==> config.mk <==
export PLATFORM = sky130hd
export DESIGN_NAME = mcp_cfg
export DESIGN_NICKNAME = d
export VERILOG_FILES = /design/src/rtl/assert_macros.svh /design/src/rtl/mcp_pkg.sv /design/src/rtl/mcp_cfg.sv
export SDC_FILE = /design/constraint.sdc
export NUM_CORES = 1
export LEC_CHECK = 0
export ABC_AREA = 0
export BUFFER_PORTS_ARGS = -buffer_cell sky130_fd_sc_hd__buf_2
export CORE_ASPECT_RATIO = 1.2
export CORE_MARGIN = 8
export CORE_UTILIZATION = 55
export DETAILED_ROUTE_END_ITERATION = 8
export PLACE_DENSITY = 0.78
export SLEW_MARGIN = 25
export SYNTH_ARGS = -nofsm -noshare
export SYNTH_HDL_FRONTEND = slang
export SYNTH_SLANG_ARGS = --single-unit
==> constraint.sdc <==
create_clock -name clk -period 6.2 [get_ports clk]
set_input_delay 0.31 -clock clk [delete_from_list [all_inputs] [get_ports clk]]
set_output_delay 0.31 -clock clk [all_outputs]
set_load 0.1 [all_outputs]
==> src/rtl/assert_macros.svh <==
// ----------------------------------------------------------------------------
// Assertion macros
// Clocked assertion wrappers used by the planner core.
// ----------------------------------------------------------------------------
`ifndef ASSERT_MACROS_SVH
`define ASSERT_MACROS_SVH
`ifndef ASSERT_OFF
`define MCP_ASSERT(label, clk, rst_n, prop, msg) \
	label: assert property (@(posedge clk) disable iff (!rst_n) prop) else $error(msg);
`define MCP_ASSERT_NEXT(label, clk, rst_n, ante, cons, msg) \
	label: assert property (@(posedge clk) disable iff (!rst_n) (ante) |=> (cons)) else $error(msg);
`else
`define MCP_ASSERT(label, clk, rst_n, prop, msg)
`define MCP_ASSERT_NEXT(label, clk, rst_n, ante, cons, msg)
`endif
`endif

==> src/rtl/mcp_pkg.sv <==
// ----------------------------------------------------------------------------
// Mip chain copy planner package
// Widths, codes, level geometry helpers and shared structs.
// ----------------------------------------------------------------------------
package mcp_pkg;

	localparam int MAX_DIMENSION = 16384;
	localparam int ROW_ALIGN     = 256;
	localparam int LEVEL_ALIGN   = 512;

	localparam int FMT_W      = 4;
	localparam int DIM_W      = 15;
	localparam int LVL_W      = 4;
	localparam int SIZE_W     = 34;
	localparam int SROW_W     = SIZE_W + 1;
	localparam int LEN_W      = 18;
	localparam int ROWCNT_W   = 15;
	localparam int ROW_W      = 14;
	localparam int PROD_W     = LEN_W + ROWCNT_W;
	localparam int CFG_IDX_W  = 3;
	localparam int CFG_DATA_W = SIZE_W;

	localparam logic [CFG_IDX_W-1:0] CFG_PIXEL_FORMAT = 3'd0;
	localparam logic [CFG_IDX_W-1:0] CFG_BASE_WIDTH   = 3'd1;
	localparam logic [CFG_IDX_W-1:0] CFG_BASE_HEIGHT  = 3'd2;
	localparam logic [CFG_IDX_W-1:0] CFG_LEVEL_COUNT  = 3'd3;
	localparam logic [CFG_IDX_W-1:0] CFG_SOURCE_SIZE  = 3'd4;

	localparam logic [FMT_W-1:0] FMT_R8      = 4'd0;
	localparam logic [FMT_W-1:0] FMT_RGBA8_A = 4'd1;
	localparam logic [FMT_W-1:0] FMT_RGBA8_B = 4'd2;
	localparam logic [FMT_W-1:0] FMT_RGBA16F = 4'd3;
	localparam logic [FMT_W-1:0] FMT_BC1_A   = 4'd4;
	localparam logic [FMT_W-1:0] FMT_BC1_B   = 4'd5;
	localparam logic [FMT_W-1:0] FMT_BC4     = 4'd6;
	localparam logic [FMT_W-1:0] FMT_BC3_A   = 4'd7;
	localparam logic [FMT_W-1:0] FMT_BC3_B   = 4'd8;
	localparam logic [FMT_W-1:0] FMT_BC5     = 4'd9;
	localparam logic [FMT_W-1:0] FMT_BC7_A   = 4'd10;
	localparam logic [FMT_W-1:0] FMT_BC7_B   = 4'd11;

	typedef enum logic [1:0] {
		KIND_COPY  = 2'd0,
		KIND_CUT   = 2'd1,
		KIND_EMPTY = 2'd2,
		KIND_DONE  = 2'd3
	} kind_t;

	typedef enum logic [1:0] {
		SYNC_IDLE,
		SYNC_GEOM,
		SYNC_MUL,
		SYNC_ADD
	} sync_t;

	typedef struct packed {
		logic       known;
		logic       compressed;
		logic [2:0] shift;
	} fmt_info_t;

	typedef struct packed {
		logic [LEN_W-1:0]    tight;
		logic [ROWCNT_W-1:0] rows;
		logic [LEN_W-1:0]    pitch;
	} geom_t;

	typedef struct packed {
		logic [DIM_W-1:0]  w;
		logic [DIM_W-1:0]  h;
		geom_t             geom;
		logic [PROD_W-1:0] prod_pr;
		logic [PROD_W-1:0] prod_tr;
	} l0_t;

	typedef struct packed {
		logic [FMT_W-1:0]  fmt;
		logic [LVL_W-1:0]  level_count;
		logic [SIZE_W-1:0] source_size;
	} cfg_t;

	function automatic fmt_info_t fmt_info(input logic [FMT_W-1:0] fmt);
		fmt_info_t fi;
		fi = '{known: 1'b1, compressed: 1'b0, shift: 3'd0};
		case (fmt)
			FMT_R8:                           fi.shift = 3'd0;
			FMT_RGBA8_A, FMT_RGBA8_B:         fi.shift = 3'd2;
			FMT_RGBA16F:                      fi.shift = 3'd3;
			FMT_BC1_A, FMT_BC1_B, FMT_BC4: begin
				fi.shift      = 3'd3;
				fi.compressed = 1'b1;
			end
			FMT_BC3_A, FMT_BC3_B, FMT_BC5, FMT_BC7_A, FMT_BC7_B: begin
				fi.shift      = 3'd4;
				fi.compressed = 1'b1;
			end
			default:                          fi.known = 1'b0;
		endcase
		return fi;
	endfunction

	function automatic logic [DIM_W-1:0] clamp_dim(input logic [DIM_W-1:0] v);
		return (v > DIM_W'(MAX_DIMENSION)) ? DIM_W'(MAX_DIMENSION) : v;
	endfunction

	function automatic logic [DIM_W-1:0] halve_dim(input logic [DIM_W-1:0] v);
		logic [DIM_W-1:0] half;
		half = v >> 1;
		return (half == '0) ? DIM_W'(1) : half;
	endfunction

	function automatic geom_t level_geom(input logic [FMT_W-1:0] fmt,
			input logic [DIM_W-1:0] w, input logic [DIM_W-1:0] h);
		fmt_info_t        fi;
		logic [DIM_W:0]   w3;
		logic [DIM_W:0]   h3;
		logic [LEN_W-1:0] units;
		logic [LEN_W-1:0] pad;
		geom_t            g;
		fi    = fmt_info(fmt);
		w3    = {1'b0, w} + (DIM_W+1)'(3);
		h3    = {1'b0, h} + (DIM_W+1)'(3);
		units = fi.compressed ? LEN_W'(w3[DIM_W:2]) : LEN_W'(w);
		g.tight = fi.known ? (units << fi.shift) : '0;
		g.rows  = fi.compressed ? ROWCNT_W'(h3[DIM_W:2]) : ROWCNT_W'(h);
		pad     = g.tight + LEN_W'(ROW_ALIGN - 1);
		g.pitch = pad & ~LEN_W'(ROW_ALIGN - 1);
		return g;
	endfunction

	function automatic logic [SIZE_W-1:0] level_start(input logic [SIZE_W-1:0] v);
		logic [SIZE_W:0] s;
		s = {1'b0, v} + (SIZE_W+1)'(LEVEL_ALIGN - 1);
		s = s & ~((SIZE_W+1)'(LEVEL_ALIGN - 1));
		return s[SIZE_W-1:0];
	endfunction

endpackage

==> src/rtl/mcp_cfg.sv <==
// ----------------------------------------------------------------------------
// Planner configuration registers
// Holds the register file and keeps level zero geometry and its products
// precomputed for rewinds.
// ----------------------------------------------------------------------------
module mcp_cfg (
	input  logic                          clk,
	input  logic                          arst_n,
	input  logic                          cfg_we,
	input  logic [mcp_pkg::CFG_IDX_W-1:0] cfg_idx,
	input  logic [mcp_pkg::CFG_DATA_W-1:0] cfg_wdata,
	output mcp_pkg::cfg_t                 cfg,
	output mcp_pkg::l0_t                  l0
);
	import mcp_pkg::*;

	logic [FMT_W-1:0]  fmt_q;
	logic [DIM_W-1:0]  width_q;
	logic [DIM_W-1:0]  height_q;
	logic [LVL_W-1:0]  lvl_cnt_q;
	logic [SIZE_W-1:0] src_size_q;

	logic [DIM_W-1:0]  w0_s1;
	logic [DIM_W-1:0]  h0_s1;
	geom_t             geom_s1;
	logic [PROD_W-1:0] prod_pr_s2;
	logic [PROD_W-1:0] prod_tr_s2;

	always_ff @(posedge clk or negedge arst_n) begin
		if (!arst_n) begin
			fmt_q      <= FMT_RGBA8_A;
			width_q    <= DIM_W'(1);
			height_q   <= DIM_W'(1);
			lvl_cnt_q  <= LVL_W'(1);
			src_size_q <= '0;
		end else if (cfg_we) begin
			case (cfg_idx)
				CFG_PIXEL_FORMAT: fmt_q      <= cfg_wdata[FMT_W-1:0];
				CFG_BASE_WIDTH:   width_q    <= cfg_wdata[DIM_W-1:0];
				CFG_BASE_HEIGHT:  height_q   <= cfg_wdata[DIM_W-1:0];
				CFG_LEVEL_COUNT:  lvl_cnt_q  <= cfg_wdata[LVL_W-1:0];
				CFG_SOURCE_SIZE:  src_size_q <= cfg_wdata[SIZE_W-1:0];
				default: ;
			endcase
		end
	end

	// level zero geometry, then its products
	always_ff @(posedge clk) begin
		w0_s1      <= clamp_dim(width_q);
		h0_s1      <= clamp_dim(height_q);
		geom_s1    <= level_geom(fmt_q, clamp_dim(width_q), clamp_dim(height_q));
		prod_pr_s2 <= PROD_W'(geom_s1.pitch) * PROD_W'(geom_s1.rows);
		prod_tr_s2 <= PROD_W'(geom_s1.tight) * PROD_W'(geom_s1.rows);
	end

	assign cfg.fmt         = fmt_q;
	assign cfg.level_count = lvl_cnt_q;
	assign cfg.source_size = src_size_q;

	assign l0.w       = w0_s1;
	assign l0.h       = h0_s1;
	assign l0.geom    = geom_s1;
	assign l0.prod_pr = prod_pr_s2;
	assign l0.prod_tr = prod_tr_s2;

endmodule

Yosys cells after proc, flatten, opt, wreduce, memory -nomap -nowiden. Index checks and enable logic that the tools add are counted.

Register bits after elaboration: 211. Output and inout bits: 189. Input port bits: 40. Logic and storage cells: 56.

Shift operators: 1. $lt $le $gt $ge: 2. Add/subtract/negate cells: 3. Muxes and demuxes: 8. Eq/ne operators: 15. Multipliers: 2. Reduce and logical (&&, ||, !) cells: 12.

Operators by type and width (number): $mux 15 (3); $mul 18x15->33 (1); $add 15x2->16 const B (2); $gt 15x15->1 const B (2); $mul 10x15->25 (1); $add 18x8->18 const B (1); $mux 18 (1); $shl 15x3->18 (1); $eq 4x3->1 const B (4); $eq 4x4->1 const B (4); $mux 14 (1); $reduce_or 12->1 (1); $reduce_and 2->1 (5); $pmux 3 s3 (1); $eq 4x2->1 const B (2); $reduce_or 8->1 (1); $eq 3x2->1 const B (2); $reduce_or 5->1 (1); $eq 4x1->1 const B (1); $logic_not 4->1 (1); $reduce_or 4->1 (1); $eq 3x1->1 const B (1); $eq 3x3->1 const B (1); $logic_not 3->1 (1); 2 further kinds (3).

Longest topological paths before layout. Gate-level depths: netlist of run 1.

Depth in word-level cells: 7. Gate-level depth with buffers: 25.

Worst setup path before layout of run 1. OpenSTA, ideal clock, no wires.

Path type: reg2reg. From: reg geom_s1 (netlist bit l0[87]). To: reg prod_tr_s2[30]. Path slack: -0.820 ns. Buffers on the path: 2. Cell stages (with the launch flop): 25. Clock period less this slack: 7.020 ns. Data required time: 6.065 ns. Data arrival time: 6.885 ns. Cell sequence: dfxtp_1 clkbuf_1 clkbuf_1 nand2_1 fa_1 fa_1 inv_1 fa_1 inv_1 fa_1 inv_1 fa_1 inv_1 fa_1 inv_1 ha_1 nand3_1 or4b_2 a31oi_1 a211o_1 a21oi_1 o31ai_1 or4_1 a211o_1 o211ai_1.

Longest elaborated chain between the ends: 1.

Ends and longest elaborated chain: from (decl) (line mcp_cfg.sv:25) `geom_t geom_s1;`; from (signal assigned) (line mcp_cfg.sv:52) `geom_s1 <= level_geom(fmt_q, clamp_dim(width_q), clamp_dim(height_q));`; $mul 18x15->33 (line mcp_cfg.sv:54) `prod_tr_s2 <= PROD_W'(geom_s1.tight) * PROD_W'(geom_s1.rows);`; to (signal assigned) (line mcp_cfg.sv:54); to (decl) (line mcp_cfg.sv:27) `logic [PROD_W-1:0] prod_tr_s2;`.

No other way between the ends. A chain may end at the register's enable or synchronous reset.

Worst setup path in the final report of run 1.
From: reg geom_s1 (netlist bit l0[84]). To: reg prod_tr_s2[30].

The elaborated chain is that of the path after synthesis.

==> out/qor.yml, run 1 <==
clock_network:
  cts_buffers: 24
  clkTransAtPathRegs_ns: 0.07
  cts_tree: "done"
  htree_levels: 1
  clockBufferDepth: 3
  cts_sinks: 203
  insertion_delay_ns: 0.55
  cts_root_buffer: "clkbuf_16"
synthesis:
  async_flop_share_pct: 35.5
  yosysTopAreaCell: "fa_1"
  synth_edf_count: 0
  synth.top_cell.area_share_pct: 29.0
  ys_ff_latch: 203
  synthMostInstantiatedCell: "inv_1"
  post_synth_instance_area_um2: 21300
  yosys_warnings: 0
  synth_area_per_cell_um2: 9.43
  syn_inst: 2253
  synth_common_cells: "inv_1, fa_1, nand2_1"
  ys_types: 92
  synth_top_flop_cell: "dfxtp_1"
  seq_area_frac_synth_pct: 20.8
  synthTopCellsByArea: "fa_1, dfxtp_1, ha_1, dfrtp_1, inv_1"
grt:
  grt_pass1_vias: 17736
  antenna_found_initial: 0
  grt_max_degree: 73
  grt_pass1_wl_um: 90100
  gr-total-overflow: 0
  track_usage_pct: 24.4
setup_path:
  required_ns: 6.68
  r2r_start: "l0[84]"
  crit_family: "adder cells"
  path_buf_inv: 6
  path_max_fanout: 4
  start_kind: "register"
  reg2reg_depth: 23
  worstPathArrival_ns: 6.61
  cp_slowest_cell: "fa_1"
  endpoint_kind: "register"
  ff2ff_setup_slack_ns: 0.07
  critPathKind: "register to register"
  path_cells: "and2_4 > fa_1 > inv_2 > fa_1 > inv_2 > fa_1 > inv_2 > fa_1 > inv_2 > fa_1 > inv_1 > fa_1 > inv_2 > ha_4 > a21oi_2 > o211a_1 > a31oi_4 > a211o_1 > a21oi_4 > o31ai_4 > or4_4 > a211o_1 > o211ai_1"
  crit_top_cell: "fa_1"
  max_stage_delay_ns: 0.55
  regToRegEndpoint: "prod_tr_s2[30]"
sta:
  setup_ws_ns: 0.0672
  relSlewSlack_pct: 36.3
  worst_slew_pin_slew_ns: 0.956
  fin_tns_setup_ns: 0
  whs_ns: 0.0269
  rsz0062_at_grt: "yes"
  drv_slew: 0
  finalHoldViolCount: 0
  setup_viol: 0
  max_freq_mhz: 163
  finalClockSkew_ns: 0.0175
  timing.final.crit_share_pct: 98.9
  period_minus_slack_ns: 6.13
detailed_routing:
  wl_per_cell_um: 18.6
  dr.pass1.iters: 5
  finalWirelength_um: 55000
  drt_iter0_markers: 1267
  ant_nets: 0
  via_count: 16695
  viasPerCell: 5.63
  drc: 0
finish:
  num-fill-cells: 3069
  final_util_pct: 63.1
  syn2layout_area_growth_pct: 14.1
  nets: 2968
  drive_gt1_share_pct: 19.3
  diodes: 0
floorplanning:
  dieHeight_um: 231
  initial_core_util_pct: 55.3
  rows: 79
  die_x_um: 195
  io_pins: 229
  die_area_um2: 45200
  core_um2: 38500
min_path:
  min_from: "cfg_wdata[14]"
  whs_path_depth: 2
  min_path_type: "primary input to register"
  min_to: "src_size_q[14]"
job:
  drv_cap: 0
place:
  place_congestion: 0.878
  place.port_buffers: 212
  dp_slack_ns: -0.203
  hpwl_um: 42100
outcome:
  status: "finished, final reports clean"
[state kept, by name, summed over array words and instances, names as in the netlist, 15 cells and up]
register,cells
width_q,15
l0,43
height_q,15
h0_s1,15
w0_s1,15
src_size_q,34
prod_tr_s2,33
prod_pr_s2,25
[worst register-to-register path: cells and delay by family, from the launching register on]
family	cells	cell delay, ns
fa+ha+maj	7	3.37
compound gates	8	1.49
flops	1	0.34
simple gates	2	0.58
buf+inv	6	0.28
[area by class of cell]
type	instances	area, um2	share of cell area [%]
clock inverters	15	185	0.763
inverters	367	1380	5.68
well taps	486	608	2.51
clock buffers	29	661	2.72
multi-input cells	1568	15100	62.4
repair buffers	295	1760	7.27
flip-flops and latches	203	4530	18.7
[worst max-delay path by stage]
stage / slack, ns / cells past startpoint / from / end
6_report: 0.07 / 23 / l0[84] / prod_tr_s2[30]
5_1_grt: -0.06 / 22 / l0[84] / prod_tr_s2[30]
4_1_cts: 0.0002 / 23 / l0[85] / prod_tr_s2[30]
3_5_place_dp: -0.20 / 23 / l0[84] / prod_tr_s2[32]
3_3_place_gp: -0.09 / 23 / l0[84] / prod_tr_s2[30]
2_1_floorplan: 0.02 / 22 / l0[85] / prod_tr_s2[30]
[what timing repair did]
item                                   CTS  global route
setup endpoints to repair                4             8
pin swaps                                8             9
setup buffers                            0             6
hold buffers                            19             0
resized for setup                       13            16
endpoints found under the hold margin   59             0
[layer usage]
metal	GRT usage, %	part of all wire, %	vias up
li1	-	-	7515
met2	43.0	50	690
met4	9.70	4.0	0
met1	28.4	38	8342
met3	5.76	8.3	148
met5	0	0	-
[stage by stage]
stage / instances / instance area, um2
final: 2963 / 24300
after global routing: 2963 / 24300
after CTS: 2955 / 24100
after detailed placement: 2892 / 23000
after global placement: 2892 / 23000
after floorplan: 2268 / 21500
[logic make-up (layout without fill, tap and decap cells)]
kind of cell / Yosys count / after routing / synth area share (%)
DFF: 203 / 203 / 20.8
xor gates and xnor gates: 59 / 59 / 2.43
AOI/OAI and AO/OA: 254 / 254 / 8.22
and+or+nand+nor: 699 / 699 / 17.1
muxes: 71 / 71 / 3.79
other: 1 / 16 / 0.0176
buffers and inverters: 497 / 706 / 9.17
adders and majority gates: 469 / 469 / 38.5
[cell usage in the layout (no fill, tap or decap), drive strengths merged, types with 5 or more instances in the layout]
| master | count |
|---|---|
| inv | 373 |
| fa | 308 |
| buf | 276 |
| nand2 | 257 |
| and2 | 218 |
| ha | 161 |
| dfxtp | 131 |
| nor2 | 76 |
| dfrtp | 68 |
| mux2 | 65 |
| a21oi | 65 |
| xnor2 | 46 |
| o21ai | 43 |
| clkbuf | 29 |
| nand3 | 28 |
| nor2b | 25 |
| dlygate4sd3 | 19 |
| nor3 | 18 |
| conb | 16 |
| nor4 | 16 |
| a211oi | 14 |
| xor2 | 13 |
| a21o | 13 |
| a31oi | 12 |
| o21a | 11 |
| nand4 | 11 |
| nand2b | 11 |
| o31ai | 11 |
| o211ai | 10 |
| o21bai | 8 |
| nand3b | 6 |
| a21boi | 6 |
| a211o | 5 |
| and3 | 5 |
| mux2i | 5 |
| clkinv | 5 |
Power of run 1 is not shown: default switching activity piles up to over one toggle a cycle in this logic, so the estimate is an artifact.
==> inputs of run 2 (changes only) <==
Settings changed: CORE_UTILIZATION 55 to 61, PLACE_DENSITY 0.78 to 0.82, SKIP_CTS_REPAIR_TIMING set to 1.
Clock period 6.2 ns to 5.7 ns, I/O delays scaled along.
==> run 2 against run 1 <==
Worst setup slack got worse by 0.46 ns. Register-to-register slack got worse by 0.46 ns. Cell area rose by 4.3%. Critical path depth did not move. Die area fell by 9.1%. Clock skew rose by 0.0046 ns. The flow now finishes with violations (hold timing, setup timing). Largest cell class unchanged.
==> out/qor.yml, run 2 (synthesis results as in run 1) <==
detailed_routing:
  drt_iter0_markers: 1227
  viasPerCell: 5.72
  ant_nets: 0
  finalWirelength_um: 58100
  drc: 0
  wl_per_cell_um: 19.2
  via_count: 17298
  dr.pass1.iters: 6
setup_path:
  critPathKind: "register to register"
  path_buf_inv: 6
  crit_top_cell: "fa_1"
  cp.depth: 23
  required_ns: 6.16
  max_stage_delay_ns: 0.54
  path_cells: "and2_4 > fa_1 > inv_2 > fa_1 > inv_2 > fa_1 > inv_2 > fa_1 > inv_1 > fa_1 > inv_1 > fa_1 > inv_2 > ha_4 > a21oi_2 > o211a_1 > a31oi_4 > a211o_4 > a21oi_4 > o31ai_4 > or4_4 > a211o_1 > o211ai_1"
  reg2reg_depth: 23
  crit_family: "adder cells"
  endpoint_kind: "register"
  start_kind: "register"
  cp_slowest_cell: "fa_1"
  path_max_fanout: 4
  worstPathArrival_ns: 6.56
place:
  place_inst: 2937
  hpwl_um: 43400
  place_congestion: 0.929
  place.port_buffers: 212
grt:
  grt_pass1_wl_um: 90900
  track_usage_pct: 27.0
  grt_max_degree: 73
  grt_pass1_vias: 18164
  antenna_found_initial: 0
  gr-total-overflow: 0
finish:
  nets: 3056
  diodes: 0
  final_util_pct: 73.1
  drive_gt1_share_pct: 24.0
  final_cell_mix: "inv_1, fa_1, nand2_1"
  syn2layout_area_growth_pct: 19.1
  fin_cells: 3026
  largest_reg_flops: 43
  mostFrequentLayoutCell: "inv_1"
  num-fill-cells: 2404
min_path:
  min_path_type: "primary input to asynchronous set/reset pin"
clock_network:
  insertion_delay_ns: 0.55
  clkTransAtPathRegs_ns: 0.06
  cts_root_buffer: "clkbuf_16"
  htree_levels: 1
  cts_sinks: 203
  cts_buffers: 23
  cts_tree: "done"
  clockBufferDepth: 3
floorplanning:
  die_area_um2: 41100
  dieHeight_um: 220
  core_um2: 34600
  rows: 75
  die_x_um: 186
  initial_core_util_pct: 61.4
  io_pins: 229
sta:
  finalHoldViolCount: 68
  rsz0062_at_grt: "yes"
  finalClockSkew_ns: 0.0220
  setup_viol: 11
  relSlewSlack_pct: 26.2
  drv_slew: 0
  max_freq_mhz: 164
  timing.final.crit_share_pct: 107
  period_minus_slack_ns: 6.09
  worst_slew_pin_slew_ns: 1.10
  whs_ns: -0.0378
  setup_ws_ns: -0.393
outcome:
  status: "complete, but fails checks"
  violations: "hold timing, setup timing"
job:
  drv_cap: 0
==> run 2: cell count changes in the layout (fill, tap and decap cells not counted), moves of 9 or more <==
cell and change:
buf_6 +19, nand2_1 -9, dfxtp_1 -9, buf_4 +53, buf_8 +9
==> run 2: cell type report <==
class	instances	area (um2)	share of cell area [%]
well taps	462	578	2.28
repair buffers	384	2660	10.5
multi-input cells	1568	15400	60.7
flip-flops and latches	203	4560	18.0
clock inverters	14	155	0.613
clock buffers	28	604	2.39
inverters	367	1380	5.44
==> run 2: worst register-to-register path, stage by stage (launching register included) <==
cell	delay [ns]
dfxtp_4	0.34
and2_4	0.15
fa_1	0.54
inv_2	0.04
fa_1	0.54
inv_2	0.04
fa_1	0.51
inv_2	0.04
fa_1	0.52
inv_1	0.05
fa_1	0.47
inv_1	0.05
fa_1	0.49
inv_2	0.05
ha_4	0.23
a21oi_2	0.14
o211a_1	0.21
a31oi_4	0.11
a211o_4	0.38
a21oi_4	0.21
o31ai_4	0.09
or4_4	0.44
a211o_1	0.26
o211ai_1	0.09
==> run 2: worst paths after layout <==
path                           startpoint        endpoint  slack, ns
max in group asynchronous          arst_n     height_q[3]       5.18
min in group clk            cfg_wdata[11]     width_q[11]       0.01
setup reg to reg                  l0[108]  prod_tr_s2[30]      -0.39
setup / recovery                  l0[108]  prod_tr_s2[30]      -0.39
hold / removal                     arst_n      width_q[6]      -0.04
hold reg to reg            src_size_q[26]  src_size_q[26]       0.50
==> run 2: routing by layer <==
metal	routed length (um)	up-vias	GRT usage, %
met3	4550	241	5.86
met1	21100	8576	30.9
met5	0	-	0
met2	29300	797	47.6
li1	-	7684	-
met4	3160	0	13.8
==> run 2: per-stage QoR <==
stage	hold slack [ns]	TNS (ns)	setup WS [ns]	cell area (um2)
finish	-0.0378	-1.85	-0.393	25300
global route	0.00463	-4.25	-0.582	25300
CTS	-0.0566	-3.09	-0.526	24400
detailed placement	0.491	-2.76	-0.524	23600
global placement	0.485	-1.87	-0.409	23600
floorplan	-0.0106	-1.20	-0.397	21800
Power of run 2 is left out for the same reason.
