==> src/rtl/assert_macros.svh <==
// ----------------------------------------------------------------------------
// Assertion macros
// Clocked assertion wrappers used by the planner core.
// ----------------------------------------------------------------------------
`ifndef ASSERT_MACROS_SVH
`define ASSERT_MACROS_SVH
`ifndef ASSERT_OFF
`define MCP_ASSERT(label, clk, rst_n, prop, msg) \
	label: assert property (@(posedge clk) disable iff (!rst_n) prop) else $error(msg);
`define MCP_ASSERT_NEXT(label, clk, rst_n, ante, cons, msg) \
	label: assert property (@(posedge clk) disable iff (!rst_n) (ante) |=> (cons)) else $error(msg);
`else
`define MCP_ASSERT(label, clk, rst_n, prop, msg)
`define MCP_ASSERT_NEXT(label, clk, rst_n, ante, cons, msg)
`endif
`endif

==> src/rtl/mcp_pkg.sv <==
// ----------------------------------------------------------------------------
// Mip chain copy planner package
// Widths, codes, level geometry helpers and shared structs.
// ----------------------------------------------------------------------------
package mcp_pkg;

	localparam int MAX_DIMENSION = 16384;
	localparam int ROW_ALIGN     = 256;
	localparam int LEVEL_ALIGN   = 512;

	localparam int FMT_W      = 4;
	localparam int DIM_W      = 15;
	localparam int LVL_W      = 4;
	localparam int SIZE_W     = 34;
	localparam int SROW_W     = SIZE_W + 1;
	localparam int LEN_W      = 18;
	localparam int ROWCNT_W   = 15;
	localparam int ROW_W      = 14;
	localparam int PROD_W     = LEN_W + ROWCNT_W;
	localparam int CFG_IDX_W  = 3;
	localparam int CFG_DATA_W = SIZE_W;

	localparam logic [CFG_IDX_W-1:0] CFG_PIXEL_FORMAT = 3'd0;
	localparam logic [CFG_IDX_W-1:0] CFG_BASE_WIDTH   = 3'd1;
	localparam logic [CFG_IDX_W-1:0] CFG_BASE_HEIGHT  = 3'd2;
	localparam logic [CFG_IDX_W-1:0] CFG_LEVEL_COUNT  = 3'd3;
	localparam logic [CFG_IDX_W-1:0] CFG_SOURCE_SIZE  = 3'd4;

	localparam logic [FMT_W-1:0] FMT_R8      = 4'd0;
	localparam logic [FMT_W-1:0] FMT_RGBA8_A = 4'd1;
	localparam logic [FMT_W-1:0] FMT_RGBA8_B = 4'd2;
	localparam logic [FMT_W-1:0] FMT_RGBA16F = 4'd3;
	localparam logic [FMT_W-1:0] FMT_BC1_A   = 4'd4;
	localparam logic [FMT_W-1:0] FMT_BC1_B   = 4'd5;
	localparam logic [FMT_W-1:0] FMT_BC4     = 4'd6;
	localparam logic [FMT_W-1:0] FMT_BC3_A   = 4'd7;
	localparam logic [FMT_W-1:0] FMT_BC3_B   = 4'd8;
	localparam logic [FMT_W-1:0] FMT_BC5     = 4'd9;
	localparam logic [FMT_W-1:0] FMT_BC7_A   = 4'd10;
	localparam logic [FMT_W-1:0] FMT_BC7_B   = 4'd11;

	typedef enum logic [1:0] {
		KIND_COPY  = 2'd0,
		KIND_CUT   = 2'd1,
		KIND_EMPTY = 2'd2,
		KIND_DONE  = 2'd3
	} kind_t;

	typedef enum logic [1:0] {
		SYNC_IDLE,
		SYNC_GEOM,
		SYNC_MUL,
		SYNC_ADD
	} sync_t;

	typedef struct packed {
		logic       known;
		logic       compressed;
		logic [2:0] shift;
	} fmt_info_t;

	typedef struct packed {
		logic [LEN_W-1:0]    tight;
		logic [ROWCNT_W-1:0] rows;
		logic [LEN_W-1:0]    pitch;
	} geom_t;

	typedef struct packed {
		logic [DIM_W-1:0]  w;
		logic [DIM_W-1:0]  h;
		geom_t             geom;
		logic [PROD_W-1:0] prod_pr;
		logic [PROD_W-1:0] prod_tr;
	} l0_t;

	typedef struct packed {
		logic [FMT_W-1:0]  fmt;
		logic [LVL_W-1:0]  level_count;
		logic [SIZE_W-1:0] source_size;
	} cfg_t;

	function automatic fmt_info_t fmt_info(input logic [FMT_W-1:0] fmt);
		fmt_info_t fi;
		fi = '{known: 1'b1, compressed: 1'b0, shift: 3'd0};
		case (fmt)
			FMT_R8:                           fi.shift = 3'd0;
			FMT_RGBA8_A, FMT_RGBA8_B:         fi.shift = 3'd2;
			FMT_RGBA16F:                      fi.shift = 3'd3;
			FMT_BC1_A, FMT_BC1_B, FMT_BC4: begin
				fi.shift      = 3'd3;
				fi.compressed = 1'b1;
			end
			FMT_BC3_A, FMT_BC3_B, FMT_BC5, FMT_BC7_A, FMT_BC7_B: begin
				fi.shift      = 3'd4;
				fi.compressed = 1'b1;
			end
			default:                          fi.known = 1'b0;
		endcase
		return fi;
	endfunction

	function automatic logic [DIM_W-1:0] clamp_dim(input logic [DIM_W-1:0] v);
		return (v > DIM_W'(MAX_DIMENSION)) ? DIM_W'(MAX_DIMENSION) : v;
	endfunction

	function automatic logic [DIM_W-1:0] halve_dim(input logic [DIM_W-1:0] v);
		logic [DIM_W-1:0] half;
		half = v >> 1;
		return (half == '0) ? DIM_W'(1) : half;
	endfunction

	function automatic geom_t level_geom(input logic [FMT_W-1:0] fmt,
			input logic [DIM_W-1:0] w, input logic [DIM_W-1:0] h);
		fmt_info_t        fi;
		logic [DIM_W:0]   w3;
		logic [DIM_W:0]   h3;
		logic [LEN_W-1:0] units;
		logic [LEN_W-1:0] pad;
		geom_t            g;
		fi    = fmt_info(fmt);
		w3    = {1'b0, w} + (DIM_W+1)'(3);
		h3    = {1'b0, h} + (DIM_W+1)'(3);
		units = fi.compressed ? LEN_W'(w3[DIM_W:2]) : LEN_W'(w);
		g.tight = fi.known ? (units << fi.shift) : '0;
		g.rows  = fi.compressed ? ROWCNT_W'(h3[DIM_W:2]) : ROWCNT_W'(h);
		pad     = g.tight + LEN_W'(ROW_ALIGN - 1);
		g.pitch = pad & ~LEN_W'(ROW_ALIGN - 1);
		return g;
	endfunction

	function automatic logic [SIZE_W-1:0] level_start(input logic [SIZE_W-1:0] v);
		logic [SIZE_W:0] s;
		s = {1'b0, v} + (SIZE_W+1)'(LEVEL_ALIGN - 1);
		s = s & ~((SIZE_W+1)'(LEVEL_ALIGN - 1));
		return s[SIZE_W-1:0];
	endfunction

endpackage

==> src/rtl/mcp_if.sv <==
// ----------------------------------------------------------------------------
// Planner channel interfaces
// Request channel (restart flag) and result channel (row copy descriptor).
// ----------------------------------------------------------------------------
interface mcp_req_if;
	logic valid;
	logic ready;
	logic restart;

	modport source (output valid, output restart, input ready);
	modport sink (input valid, input restart, output ready);
endinterface

interface mcp_rsp_if;
	logic                              valid;
	logic                              ready;
	mcp_pkg::kind_t                    kind;
	logic [mcp_pkg::SIZE_W-1:0]        src_offset;
	logic [mcp_pkg::SIZE_W-1:0]        dest_offset;
	logic [mcp_pkg::LEN_W-1:0]         copy_length;
	logic [mcp_pkg::LVL_W-1:0]         mip_level;
	logic [mcp_pkg::ROW_W-1:0]         row_index;
	logic [mcp_pkg::SIZE_W-1:0]        buffer_size;

	modport source (output valid, output kind, output src_offset, output dest_offset,
		output copy_length, output mip_level, output row_index, output buffer_size,
		input ready);
	modport sink (input valid, input kind, input src_offset, input dest_offset,
		input copy_length, input mip_level, input row_index, input buffer_size,
		output ready);
endinterface

==> src/rtl/mcp_core.sv <==
// ----------------------------------------------------------------------------
// Planner core
// Chain state, per-level setup sequence, one-pass row planning and the
// result register.
// ----------------------------------------------------------------------------
`include "assert_macros.svh"

module mcp_core (
	input  logic          clk,
	input  logic          arst_n,
	input  logic          cfg_we,
	input  mcp_pkg::cfg_t cfg,
	input  mcp_pkg::l0_t  l0,
	mcp_req_if.sink       req,
	mcp_rsp_if.source     rsp
);
	import mcp_pkg::*;

	sync_t phase_q, phase_d;

	logic [LVL_W-1:0]    level_q;
	logic [ROWCNT_W-1:0] row_q;
	logic [DIM_W-1:0]    w_q;
	logic [DIM_W-1:0]    h_q;
	logic [SIZE_W-1:0]   src_base_q;
	logic [SIZE_W-1:0]   dst_base_q;
	logic                done_q;
	logic                rsp_valid_q;

	geom_t               geom_q;
	logic [SIZE_W-1:0]   start_q;
	logic [PROD_W-1:0]   prod_pr_q;
	logic [PROD_W-1:0]   prod_tr_q;
	logic [PROD_W-1:0]   rt_q;
	logic [PROD_W-1:0]   rp_q;
	logic [SROW_W-1:0]   src_row_q;
	logic [SIZE_W-1:0]   dst_row_q;

	kind_t               kind_q;
	logic [SIZE_W-1:0]   src_off_q;
	logic [SIZE_W-1:0]   dst_off_q;
	logic [LEN_W-1:0]    len_q;
	logic [LVL_W-1:0]    lvl_out_q;
	logic [ROW_W-1:0]    row_out_q;
	logic [SIZE_W-1:0]   buf_q;

	// effective state after an optional rewind
	logic [LVL_W-1:0]    e_level;
	logic [ROWCNT_W-1:0] e_row;
	logic [DIM_W-1:0]    e_w;
	logic [DIM_W-1:0]    e_h;
	logic [SIZE_W-1:0]   e_sb;
	logic [SIZE_W-1:0]   e_db;
	logic                e_done;
	geom_t               e_geom;
	logic [SIZE_W-1:0]   e_start;
	logic [PROD_W-1:0]   e_ppr;
	logic [PROD_W-1:0]   e_ptr;
	logic [SROW_W-1:0]   e_srow;
	logic [SIZE_W-1:0]   e_drow;

	logic                acc;
	logic                fin;
	logic                empty;
	logic                cut;
	logic                last_row;
	logic                lvl_end;
	logic [SIZE_W-1:0]   required;
	logic [SROW_W:0]     row_end;
	logic [ROWCNT_W:0]   row_nx;
	kind_t               kind_d;
	logic [SIZE_W-1:0]   src_off_d;
	logic [SIZE_W-1:0]   dst_off_d;
	logic [LEN_W-1:0]    len_d;
	logic [ROW_W-1:0]    row_out_d;
	logic [SIZE_W-1:0]   buf_d;

	assign acc = req.valid && req.ready;

	always_comb begin
		if (req.restart) begin
			e_level = '0;
			e_row   = '0;
			e_w     = l0.w;
			e_h     = l0.h;
			e_sb    = '0;
			e_db    = '0;
			e_done  = 1'b0;
			e_geom  = l0.geom;
			e_start = '0;
			e_ppr   = l0.prod_pr;
			e_ptr   = l0.prod_tr;
			e_srow  = '0;
			e_drow  = '0;
		end else begin
			e_level = level_q;
			e_row   = row_q;
			e_w     = w_q;
			e_h     = h_q;
			e_sb    = src_base_q;
			e_db    = dst_base_q;
			e_done  = done_q;
			e_geom  = geom_q;
			e_start = start_q;
			e_ppr   = prod_pr_q;
			e_ptr   = prod_tr_q;
			e_srow  = src_row_q;
			e_drow  = dst_row_q;
		end
	end

	always_comb begin
		fin      = e_done || (e_level >= cfg.level_count);
		empty    = (e_geom.rows == '0) || (e_geom.tight == '0);
		required = e_start + SIZE_W'(e_ppr);
		row_end  = {1'b0, e_srow} + (SROW_W+1)'(e_geom.tight);
		cut      = row_end > (SROW_W+1)'(cfg.source_size);
		row_nx   = {1'b0, e_row} + (ROWCNT_W+1)'(1);
		last_row = row_nx >= {1'b0, e_geom.rows};

		kind_d    = KIND_DONE;
		src_off_d = e_sb;
		dst_off_d = e_db;
		len_d     = '0;
		row_out_d = '0;
		buf_d     = e_db;
		lvl_end   = 1'b0;
		if (!fin) begin
			buf_d     = required;
			dst_off_d = e_start;
			if (empty) begin
				kind_d  = KIND_EMPTY;
				lvl_end = 1'b1;
			end else if (cut) begin
				kind_d    = KIND_CUT;
				row_out_d = e_row[ROW_W-1:0];
				lvl_end   = 1'b1;
			end else begin
				kind_d    = KIND_COPY;
				src_off_d = e_srow[SIZE_W-1:0];
				dst_off_d = e_drow;
				len_d     = e_geom.tight;
				row_out_d = e_row[ROW_W-1:0];
				lvl_end   = last_row;
			end
		end
	end

	// setup sequence: geometry, products, row offsets
	always_comb begin
		phase_d = phase_q;
		case (phase_q)
			SYNC_IDLE: if (acc && lvl_end) phase_d = SYNC_GEOM;
			SYNC_GEOM: phase_d = SYNC_MUL;
			SYNC_MUL:  phase_d = SYNC_ADD;
			SYNC_ADD:  phase_d = SYNC_IDLE;
			default:   phase_d = SYNC_IDLE;
		endcase
		if (cfg_we) phase_d = SYNC_GEOM;
	end

	always_comb begin
		req.ready = (phase_q == SYNC_IDLE) && (!rsp_valid_q || rsp.ready);
	end

	always_ff @(posedge clk or negedge arst_n) begin
		if (!arst_n) begin
			phase_q     <= SYNC_GEOM;
			rsp_valid_q <= 1'b0;
			level_q     <= '0;
			row_q       <= '0;
			w_q         <= DIM_W'(1);
			h_q         <= DIM_W'(1);
			src_base_q  <= '0;
			dst_base_q  <= '0;
			done_q      <= 1'b0;
		end else begin
			phase_q <= phase_d;
			if (acc) begin
				rsp_valid_q <= 1'b1;
			end else if (rsp.ready) begin
				rsp_valid_q <= 1'b0;
			end
			if (acc) begin
				done_q <= fin;
				if (lvl_end) begin
					level_q    <= e_level + LVL_W'(1);
					row_q      <= '0;
					w_q        <= halve_dim(e_w);
					h_q        <= halve_dim(e_h);
					src_base_q <= e_sb + SIZE_W'(e_ptr);
					dst_base_q <= required;
				end else begin
					level_q    <= e_level;
					row_q      <= fin ? e_row : row_nx[ROWCNT_W-1:0];
					w_q        <= e_w;
					h_q        <= e_h;
					src_base_q <= e_sb;
					dst_base_q <= e_db;
				end
			end
		end
	end

	always_ff @(posedge clk) begin
		if (acc) begin
			kind_q    <= kind_d;
			src_off_q <= src_off_d;
			dst_off_q <= dst_off_d;
			len_q     <= len_d;
			lvl_out_q <= e_level;
			row_out_q <= row_out_d;
			buf_q     <= buf_d;
			geom_q    <= e_geom;
			start_q   <= e_start;
			prod_pr_q <= e_ppr;
			prod_tr_q <= e_ptr;
			src_row_q <= e_srow + SROW_W'(e_geom.tight);
			dst_row_q <= e_drow + SIZE_W'(e_geom.pitch);
		end
		case (phase_q)
			SYNC_GEOM: begin
				geom_q  <= level_geom(cfg.fmt, w_q, h_q);
				start_q <= level_start(dst_base_q);
			end
			SYNC_MUL: begin
				prod_pr_q <= PROD_W'(geom_q.pitch) * PROD_W'(geom_q.rows);
				prod_tr_q <= PROD_W'(geom_q.tight) * PROD_W'(geom_q.rows);
				rt_q      <= PROD_W'(row_q) * PROD_W'(geom_q.tight);
				rp_q      <= PROD_W'(row_q) * PROD_W'(geom_q.pitch);
			end
			SYNC_ADD: begin
				src_row_q <= {1'b0, src_base_q} + SROW_W'(rt_q);
				dst_row_q <= start_q + SIZE_W'(rp_q);
			end
			default: ;
		endcase
	end

	assign rsp.valid       = rsp_valid_q;
	assign rsp.kind        = kind_q;
	assign rsp.src_offset  = src_off_q;
	assign rsp.dest_offset = dst_off_q;
	assign rsp.copy_length = len_q;
	assign rsp.mip_level   = lvl_out_q;
	assign rsp.row_index   = row_out_q;
	assign rsp.buffer_size = buf_q;

	`MCP_ASSERT(a_copy_len, clk, arst_n, rsp_valid_q && (kind_q == KIND_COPY) |-> (len_q != '0), "row copy beat with zero length")
	`MCP_ASSERT_NEXT(a_cfg_setup, clk, arst_n, cfg_we, phase_q == SYNC_GEOM, "config write did not start level setup")
	`MCP_ASSERT_NEXT(a_row_step, clk, arst_n, acc && !req.restart && (kind_d == KIND_COPY) && !lvl_end, row_q == $past(row_q) + ROWCNT_W'(1), "row did not advance after copy")
	`MCP_ASSERT_NEXT(a_done_hold, clk, arst_n, done_q && !(acc && req.restart), done_q, "finished chain left without restart")

endmodule

==> src/flat_wrapper.sv <==
// flat-port wrapper written by rule: the top's interface ports become plain ports
module mcp_core_flat import mcp_pkg::*;
  (clk, arst_n, cfg_we, cfg, l0, req_valid, req_restart, req_ready, rsp_valid, rsp_kind, rsp_src_offset, rsp_dest_offset, rsp_copy_length, rsp_mip_level, rsp_row_index, rsp_buffer_size, rsp_ready);
  mcp_req_if req_i ();
  mcp_rsp_if rsp_i ();
  input  logic clk;
  input  logic arst_n;
  input  logic cfg_we;
  input  mcp_pkg::cfg_t cfg;
  input  mcp_pkg::l0_t l0;
  input wire logic [$bits(req_i.valid)-1:0] req_valid;
  input wire logic [$bits(req_i.restart)-1:0] req_restart;
  output wire logic [$bits(req_i.ready)-1:0] req_ready;
  output wire logic [$bits(rsp_i.valid)-1:0] rsp_valid;
  output wire logic [$bits(rsp_i.kind)-1:0] rsp_kind;
  output wire logic [$bits(rsp_i.src_offset)-1:0] rsp_src_offset;
  output wire logic [$bits(rsp_i.dest_offset)-1:0] rsp_dest_offset;
  output wire logic [$bits(rsp_i.copy_length)-1:0] rsp_copy_length;
  output wire logic [$bits(rsp_i.mip_level)-1:0] rsp_mip_level;
  output wire logic [$bits(rsp_i.row_index)-1:0] rsp_row_index;
  output wire logic [$bits(rsp_i.buffer_size)-1:0] rsp_buffer_size;
  input wire logic [$bits(rsp_i.ready)-1:0] rsp_ready;
  assign req_i.valid = req_valid;
  assign req_i.restart = req_restart;
  assign req_ready = req_i.ready;
  assign rsp_valid = rsp_i.valid;
  assign rsp_kind = rsp_i.kind;
  assign rsp_src_offset = rsp_i.src_offset;
  assign rsp_dest_offset = rsp_i.dest_offset;
  assign rsp_copy_length = rsp_i.copy_length;
  assign rsp_mip_level = rsp_i.mip_level;
  assign rsp_row_index = rsp_i.row_index;
  assign rsp_buffer_size = rsp_i.buffer_size;
  assign rsp_i.ready = rsp_ready;
  mcp_core u_core (.clk(clk), .arst_n(arst_n), .cfg_we(cfg_we), .cfg(cfg), .l0(l0), .req(req_i), .rsp(rsp_i));
endmodule
==> config.mk <==
export PLATFORM = sky130hd
export DESIGN_NAME = mcp_core_flat
export DESIGN_NICKNAME = d
export VERILOG_FILES = /design/src/rtl/mcp_pkg.sv /design/src/rtl/mcp_if.sv /design/src/rtl/mcp_core.sv /design/src/flat_wrapper.sv
export VERILOG_INCLUDE_DIRS = /design/src /design/src/rtl
export SDC_FILE = /design/constraint.sdc
export NUM_CORES = 2
export LEC_CHECK = 0
export BUFFER_PORTS_ARGS = -buffer_cell sky130_fd_sc_hd__buf_2
export CELL_PAD_IN_SITES_DETAIL_PLACEMENT = 1
export CELL_PAD_IN_SITES_GLOBAL_PLACEMENT = 2
export CORE_ASPECT_RATIO = 1.1
export CORE_UTILIZATION = 44
export CTS_CLUSTER_DIAMETER = 60
export DETAILED_ROUTE_END_ITERATION = 8
export MAX_ROUTING_LAYER = met4
export PLACE_DENSITY_LB_ADDON = 0.1
export SKIP_CTS_REPAIR_TIMING = 1
export SLEW_MARGIN = 10
export SYNTH_ARGS = -nofsm -noshare
export SYNTH_HDL_FRONTEND = slang
export SYNTH_SLANG_ARGS = --single-unit
==> constraint.sdc <==
create_clock -name clk -period 17 [get_ports clk]
set_input_delay 0.85 -clock clk [delete_from_list [all_inputs] [get_ports clk]]
set_output_delay 0.85 -clock clk [all_outputs]
set_load 0.005 [all_outputs]
---- Word level (Yosys, flattened, before mapping) ----
Cells that the tools add are included.
storage, ports and cells
  input bits .............................. 195
  flip-flop bits (word level) ............. 547
  word-level logic and storage cells ...... 153
cells by class
  order comparisons ....................... 3
  $mul .................................... 4
  shift operators ......................... 1
  add/subtract/negate cells ............... 13
  reduce and logical (&&, ||, !) cells .... 26
  mux-type cells .......................... 60
  equal/unequal tests ..................... 15
operators by type and width
  operator                                                          count
  34-bit 2-to-1 mux                                                 17
  33-bit 2-to-1 mux                                                 6
  51-bit 2-to-1 mux                                                 3
  15-bit 2-to-1 mux                                                 9
  35-bit 2-to-1 mux                                                 3
  34-bit by 33-bit adder with 34-bit output                         3
  15-bit by 18-bit multiplier with 33-bit output                    2
  18-bit by 15-bit multiplier with 33-bit output                    2
  15-bit logical NOT                                                3
  35-bit by 18-bit adder with 36-bit output                         1
  36-bit by 34-bit greater-than comparator with 1-bit output        1
  34-bit by 33-bit adder with 35-bit output                         1
  35-bit by 18-bit adder with 35-bit output                         1
  34-bit by 18-bit adder with 34-bit output                         1
  34-bit by 9-bit adder with 34-bit output (second input constant)  1
  15-bit by 2-bit adder with 16-bit output (second input constant)  2
  14-bit 2-to-1 mux                                                 2
  18-bit by 8-bit adder with 18-bit output (second input constant)  1
  18-bit logical NOT                                                1
  18-bit 2-to-1 mux                                                 1
  18-bit by 3-bit left shift with 18-bit output                     1
  15-bit by 1-bit adder with 16-bit output (second input constant)  1
  4-bit by 3-bit == test with 1-bit output (second input constant)  4
  4-bit == test (second input constant)                             4
  other kinds (27)                                                  51

---- Longest topological paths before layout ----
  word-level depth ........................ 10
  depth in mapped cells ................... 34
  depth with buffers taken out ............ 25

---- Worst setup path after synthesis ----
No wires, ideal clock.
  path kind ............................... input port to flip-flop
  start point ............................. input req_restart
  end point ............................... register u_core.level_q[0]
  stages .................................. 32
  setup time .............................. 0.369 ns
  path buffers ............................ 9
  arrival ................................. 6.861 ns
  path slack .............................. 9.770 ns
  path through ............................ buf_6 -> buf_2 -> buf_2 -> buf_1 -> clkbuf_1 -> buf_1 -> mux2i_1 -> inv_1 -> ha_1 -> a211oi_1 -> o211ai_2 -> a41oi_1 -> nor2b_1 -> o21a_1 -> o21a_1 -> o21ai_0 -> nor2b_1 -> xnor2_1 -> ha_1 -> a21oi_1 -> o221a_2 -> o21ai_0 -> a211oi_1 -> a31o_2 -> o41ai_4 -> o31ai_4 -> buf_6 -> buf_8 -> buf_4 -> nand2_1 -> o21ai_0 -> a22oi_1
RTL lines
  what                  RTL line            RTL
  from (decl)           flat_wrapper.sv:12  input wire logic [$bits(req_i.restart)-1:0] req_restart;
  to (signal assigned)  mcp_core.sv:187     level_q <= e_level + LVL_W'(1);
  to (signal assigned)  mcp_core.sv:194     level_q <= e_level;
  to (decl)             mcp_core.sv:21      logic [LVL_W-1:0] level_q;

==> key figures <==
Run status
  • Status: finished, final reports clean

Yosys
  • Top-area cell type share of the netlist area: 23.1%
  • Post-synth EDFFs: between 400 and 500
  • Register area share after synthesis: roughly 22%
  • Yosys reg bits: 547
  • Distinct cells, synth: 109
  • Ys flop type: edfxtp_1
  • Async S/R FF share, synth: between 20% and 30%
  • Synth Net Count: about 9400
  • Avg Synthesized Cell Area: between 9 and 10 um2
  • Area leader, netlist: fa_1
  • Mapped Cells: just under 8000
  • Cell Area, Synth: about 72000 um2
  • Yosys warns: 0
  • Largest cells by area after synthesis: fa_1, edfxtp_1, ha_1

STA
  • Hold Vio Cnt, Final: 0
  • Final setup viols: 0
  • Tmin final: 8150 ps
  • Clock Skew: around 24 ps
  • Slew of the pin with the lowest slew margin: approximately 1200 ps
  • RSZ-0062 raised after global routing: false
  • Final period utilization: roughly 48%
  • Setup TNS: 0 ps
  • Max-Slew Margin vs Limit: 17.8%
  • Fmax: 123 MHz
  • Max Slew Vio Count: 0

Setup path
  • WP data arrival: 8720 ps
  • R2R setup slack: 9410 ps
  • Kind of critical path: input port to flop
  • Worst setup SP type: input port
  • Most frequent CP cell: buf_4
  • Critical path endpoint category: flop
  • Crit Path Max Fanout: 65
  • Worst R2R Start: u_core.geom_q[45]$_DFFE_PP_
  • CP max stage delay: slightly above 700 ps
  • R2R cell count: 27
  • R2r endpoint: u_core.w_q[2]$_DFFE_PN0P_
  • WP data required: between 15000 and 20000 ps
  • Max stage delay cell, worst path: mux2i_1

Clocking
  • Total CTS buffers: between 80 and 90
  • H-tree depth: 3
  • CTS tree: yes
  • Clock Tree Buf Depth: 3
  • Root Driver: clkbuf_16
  • CTS sink count: about 550
  • Later-pin clock latency in the skew report: around 700 ps
  • Clk pin slew, worst setup/hold paths: around 60 ps

Layout
  • Util after Layout: between 40% and 50%
  • Ratio of cells with drive above 1 in the final layout: about 10%
  • Synth-to-layout area growth: 8.80%
  • Fin nets: roughly 9600
  • # fillers: 18600

Drt
  • DR WL/cell: 26.4 um
  • ANT nets after route: 0
  • Final wirelength: between 200 and 300 mm
  • Vias: between 50000 and 60000
  • Iteration-0 DRC Markers: about 4400
  • Drt pass-1 iters: 7
  • DRC: 0
  • DR vias/cell: between 5 and 6

Floorplanning
  • Core Box Area: about 160000 um2
  • Site Rows: between 150 and 200
  • Die Area: 165000 um2
  • I/O pin total: approximately 340
  • Die Ht: around 430 um
  • Die width: about 390 um
  • Initial Util: 44.3%

GRT
  • Total global routing overflow: 0
  • Vias in the first global route: 61700
  • Initial antenna violation count: 28
  • Largest net degree at the start of global routing: 130
  • All-Layer GR Usage: between 30% and 40%
  • First-pass GRT wire length: around 400 mm

Placed design
  • Port Buffer Count: between 300 and 400
  • Hpwl dp: ~210 mm
  • Placer congestion estimate: between 0.9 and 1

Job
  • Max-cap violations: 0

Min path
  • Min-Delay Path Class: input port to asynchronous set/reset pin
[worst max path at each step]
stage / from / to / slack, ps / cells after the start
final: req_restart / u_core.w_q[2]$_DFFE_PN0P_ / 8850 / 28
after global routing: req_restart / u_core.dst_base_q[33]$_DFFE_PN0P_ / 8400 / 30
after CTS: req_restart / u_core.w_q[2]$_DFFE_PN0P_ / 8980 / 28
after detailed placement: req_restart / u_core.w_q[2]$_DFFE_PN0P_ / 8260 / 28
after global placement: req_restart / u_core.w_q[0]$_DFFE_PN1P_ / 8370 / 28
after floorplan: req_restart / u_core.level_q[0]$_DFFE_PN0P_ / 9770 / 32
[layer usage]
metal  share of wire (%)  up-vias  wire [um]  GRT usage, %
li1                    -    26000          -             -
met1                  46    30500     122000          45.9
met2                  45     1810     120000          51.8
met3                 6.0      327      16000          3.85
met4                 3.1        0       8210          9.88
met5                   0        -          0             -
[cell usage in the layout (no fill, tap or decap), types with 42 or more instances in the layout]
| cell type | instances |
|---|---|
| a211oi_1 | 82 |
| a21o_1 | 121 |
| a21oi_1 | 318 |
| a22o_1 | 52 |
| and2_1 | 599 |
| and3_1 | 42 |
| buf_2 | 334 |
| buf_4 | 113 |
| clkbuf_16 | 85 |
| dfrtp_1 | 118 |
| edfxtp_1 | 409 |
| fa_1 | 830 |
| ha_1 | 617 |
| inv_1 | 1083 |
| mux2_2 | 137 |
| mux2i_1 | 115 |
| nand2_1 | 929 |
| nand2b_1 | 53 |
| nand3_1 | 109 |
| nor2_1 | 310 |
| nor2b_1 | 148 |
| nor3_1 | 86 |
| o21a_1 | 52 |
| o21ai_0 | 276 |
| o31ai_1 | 44 |
| xnor2_1 | 202 |
| xor2_1 | 121 |
[per-stage QoR]
stage	std cells	setup slack, ps	hold slack [ps]	cell area, um2
6_report	10100	8850	175	78200
5_1_grt	10100	8400	217	78200
4_1_cts	10100	8980	167	78200
3_5_place_dp	9945	8260	456	75500
3_3_place_gp	9945	8370	442	75500
2_1_floorplan	7787	9770	467	71900
[cell type report]
class                   count  area (um2)  area share (%)
multi-input cells        5742       50600            64.6
clock buffers             106        2260            2.88
well taps                2119        2650            3.39
diodes                      9        22.5          0.0288
repair buffers            450        2570            3.28
flip-flops and latches    547       15700            20.0
inverters                1087        4090            5.22
clock inverters            47         435           0.556
[state kept, by name, indices dropped and copies added, names as in the netlist, 15 cells and up]
register,count
u_core.dst_base_q,34
u_core.dst_row_q,34
u_core.geom_q,51
u_core.h_q,15
u_core.prod_pr_q,33
u_core.prod_tr_q,33
u_core.row_q,15
u_core.rp_q,33
u_core.rsp.buffer_size,34
u_core.rsp.copy_length,18
u_core.rsp.dest_offset,34
u_core.rsp.src_offset,34
u_core.rt_q,33
u_core.src_base_q,34
u_core.src_row_q,35
u_core.start_q,34
u_core.w_q,15
[synthesized netlist by cell type (13+ instances only)]
| library cell | number |
|---|---|
| edfxtp_1 | 409 |
| inv_1 | 1085 |
| o31ai_1 | 44 |
| or3_1 | 27 |
| a21oi_1 | 318 |
| mux2_2 | 137 |
| a2111oi_0 | 14 |
| o21ai_0 | 276 |
| buf_1 | 25 |
| fa_1 | 830 |
| ha_1 | 620 |
| and2_1 | 599 |
| nor4_1 | 24 |
| nor3_1 | 86 |
| clkbuf_1 | 342 |
| nor2b_1 | 148 |
| a21o_1 | 122 |
| nand3_1 | 109 |
| a211oi_1 | 82 |
| a22o_1 | 52 |
| o211ai_1 | 31 |
| and4_1 | 13 |
| dfxtp_1 | 17 |
| o21bai_1 | 28 |
| nor2_1 | 310 |
| nand4_1 | 37 |
| o21a_1 | 52 |
| dfrtp_1 | 118 |
| nand2b_1 | 53 |
| a31oi_1 | 39 |
| nand2_1 | 933 |
| o22ai_1 | 27 |
| xnor2_1 | 202 |
| or4_1 | 15 |
| mux2i_1 | 115 |
| and3_1 | 42 |
| buf_2 | 26 |
| or2_2 | 15 |
| xor2_1 | 121 |
[logic make-up after synthesis]
kind of cell | Yosys count | share of synthesized area, %
AOI/OAI and AO/OA | 1271 | 11.8
xor gates and xnor gates | 323 | 3.93
adders and majority gates | 1450 | 33.9
buffers and inverters | 1498 | 8.00
DFF | 547 | 21.8
muxes | 252 | 3.75
and+or+nand+nor | 2446 | 16.8
[worst max-delay path, delay by kind of cell]
family	cells	cell delay [ps]
buf+inv	6	2500
mux	1	710
fa+ha+maj	2	730
compound gates	14	3100
xor+xnor	1	150
simple gates	4	460
Power is left out: the tool's default activity adds up to more than one toggle a clock period on the data nets, which glitch-free logic cannot reach.
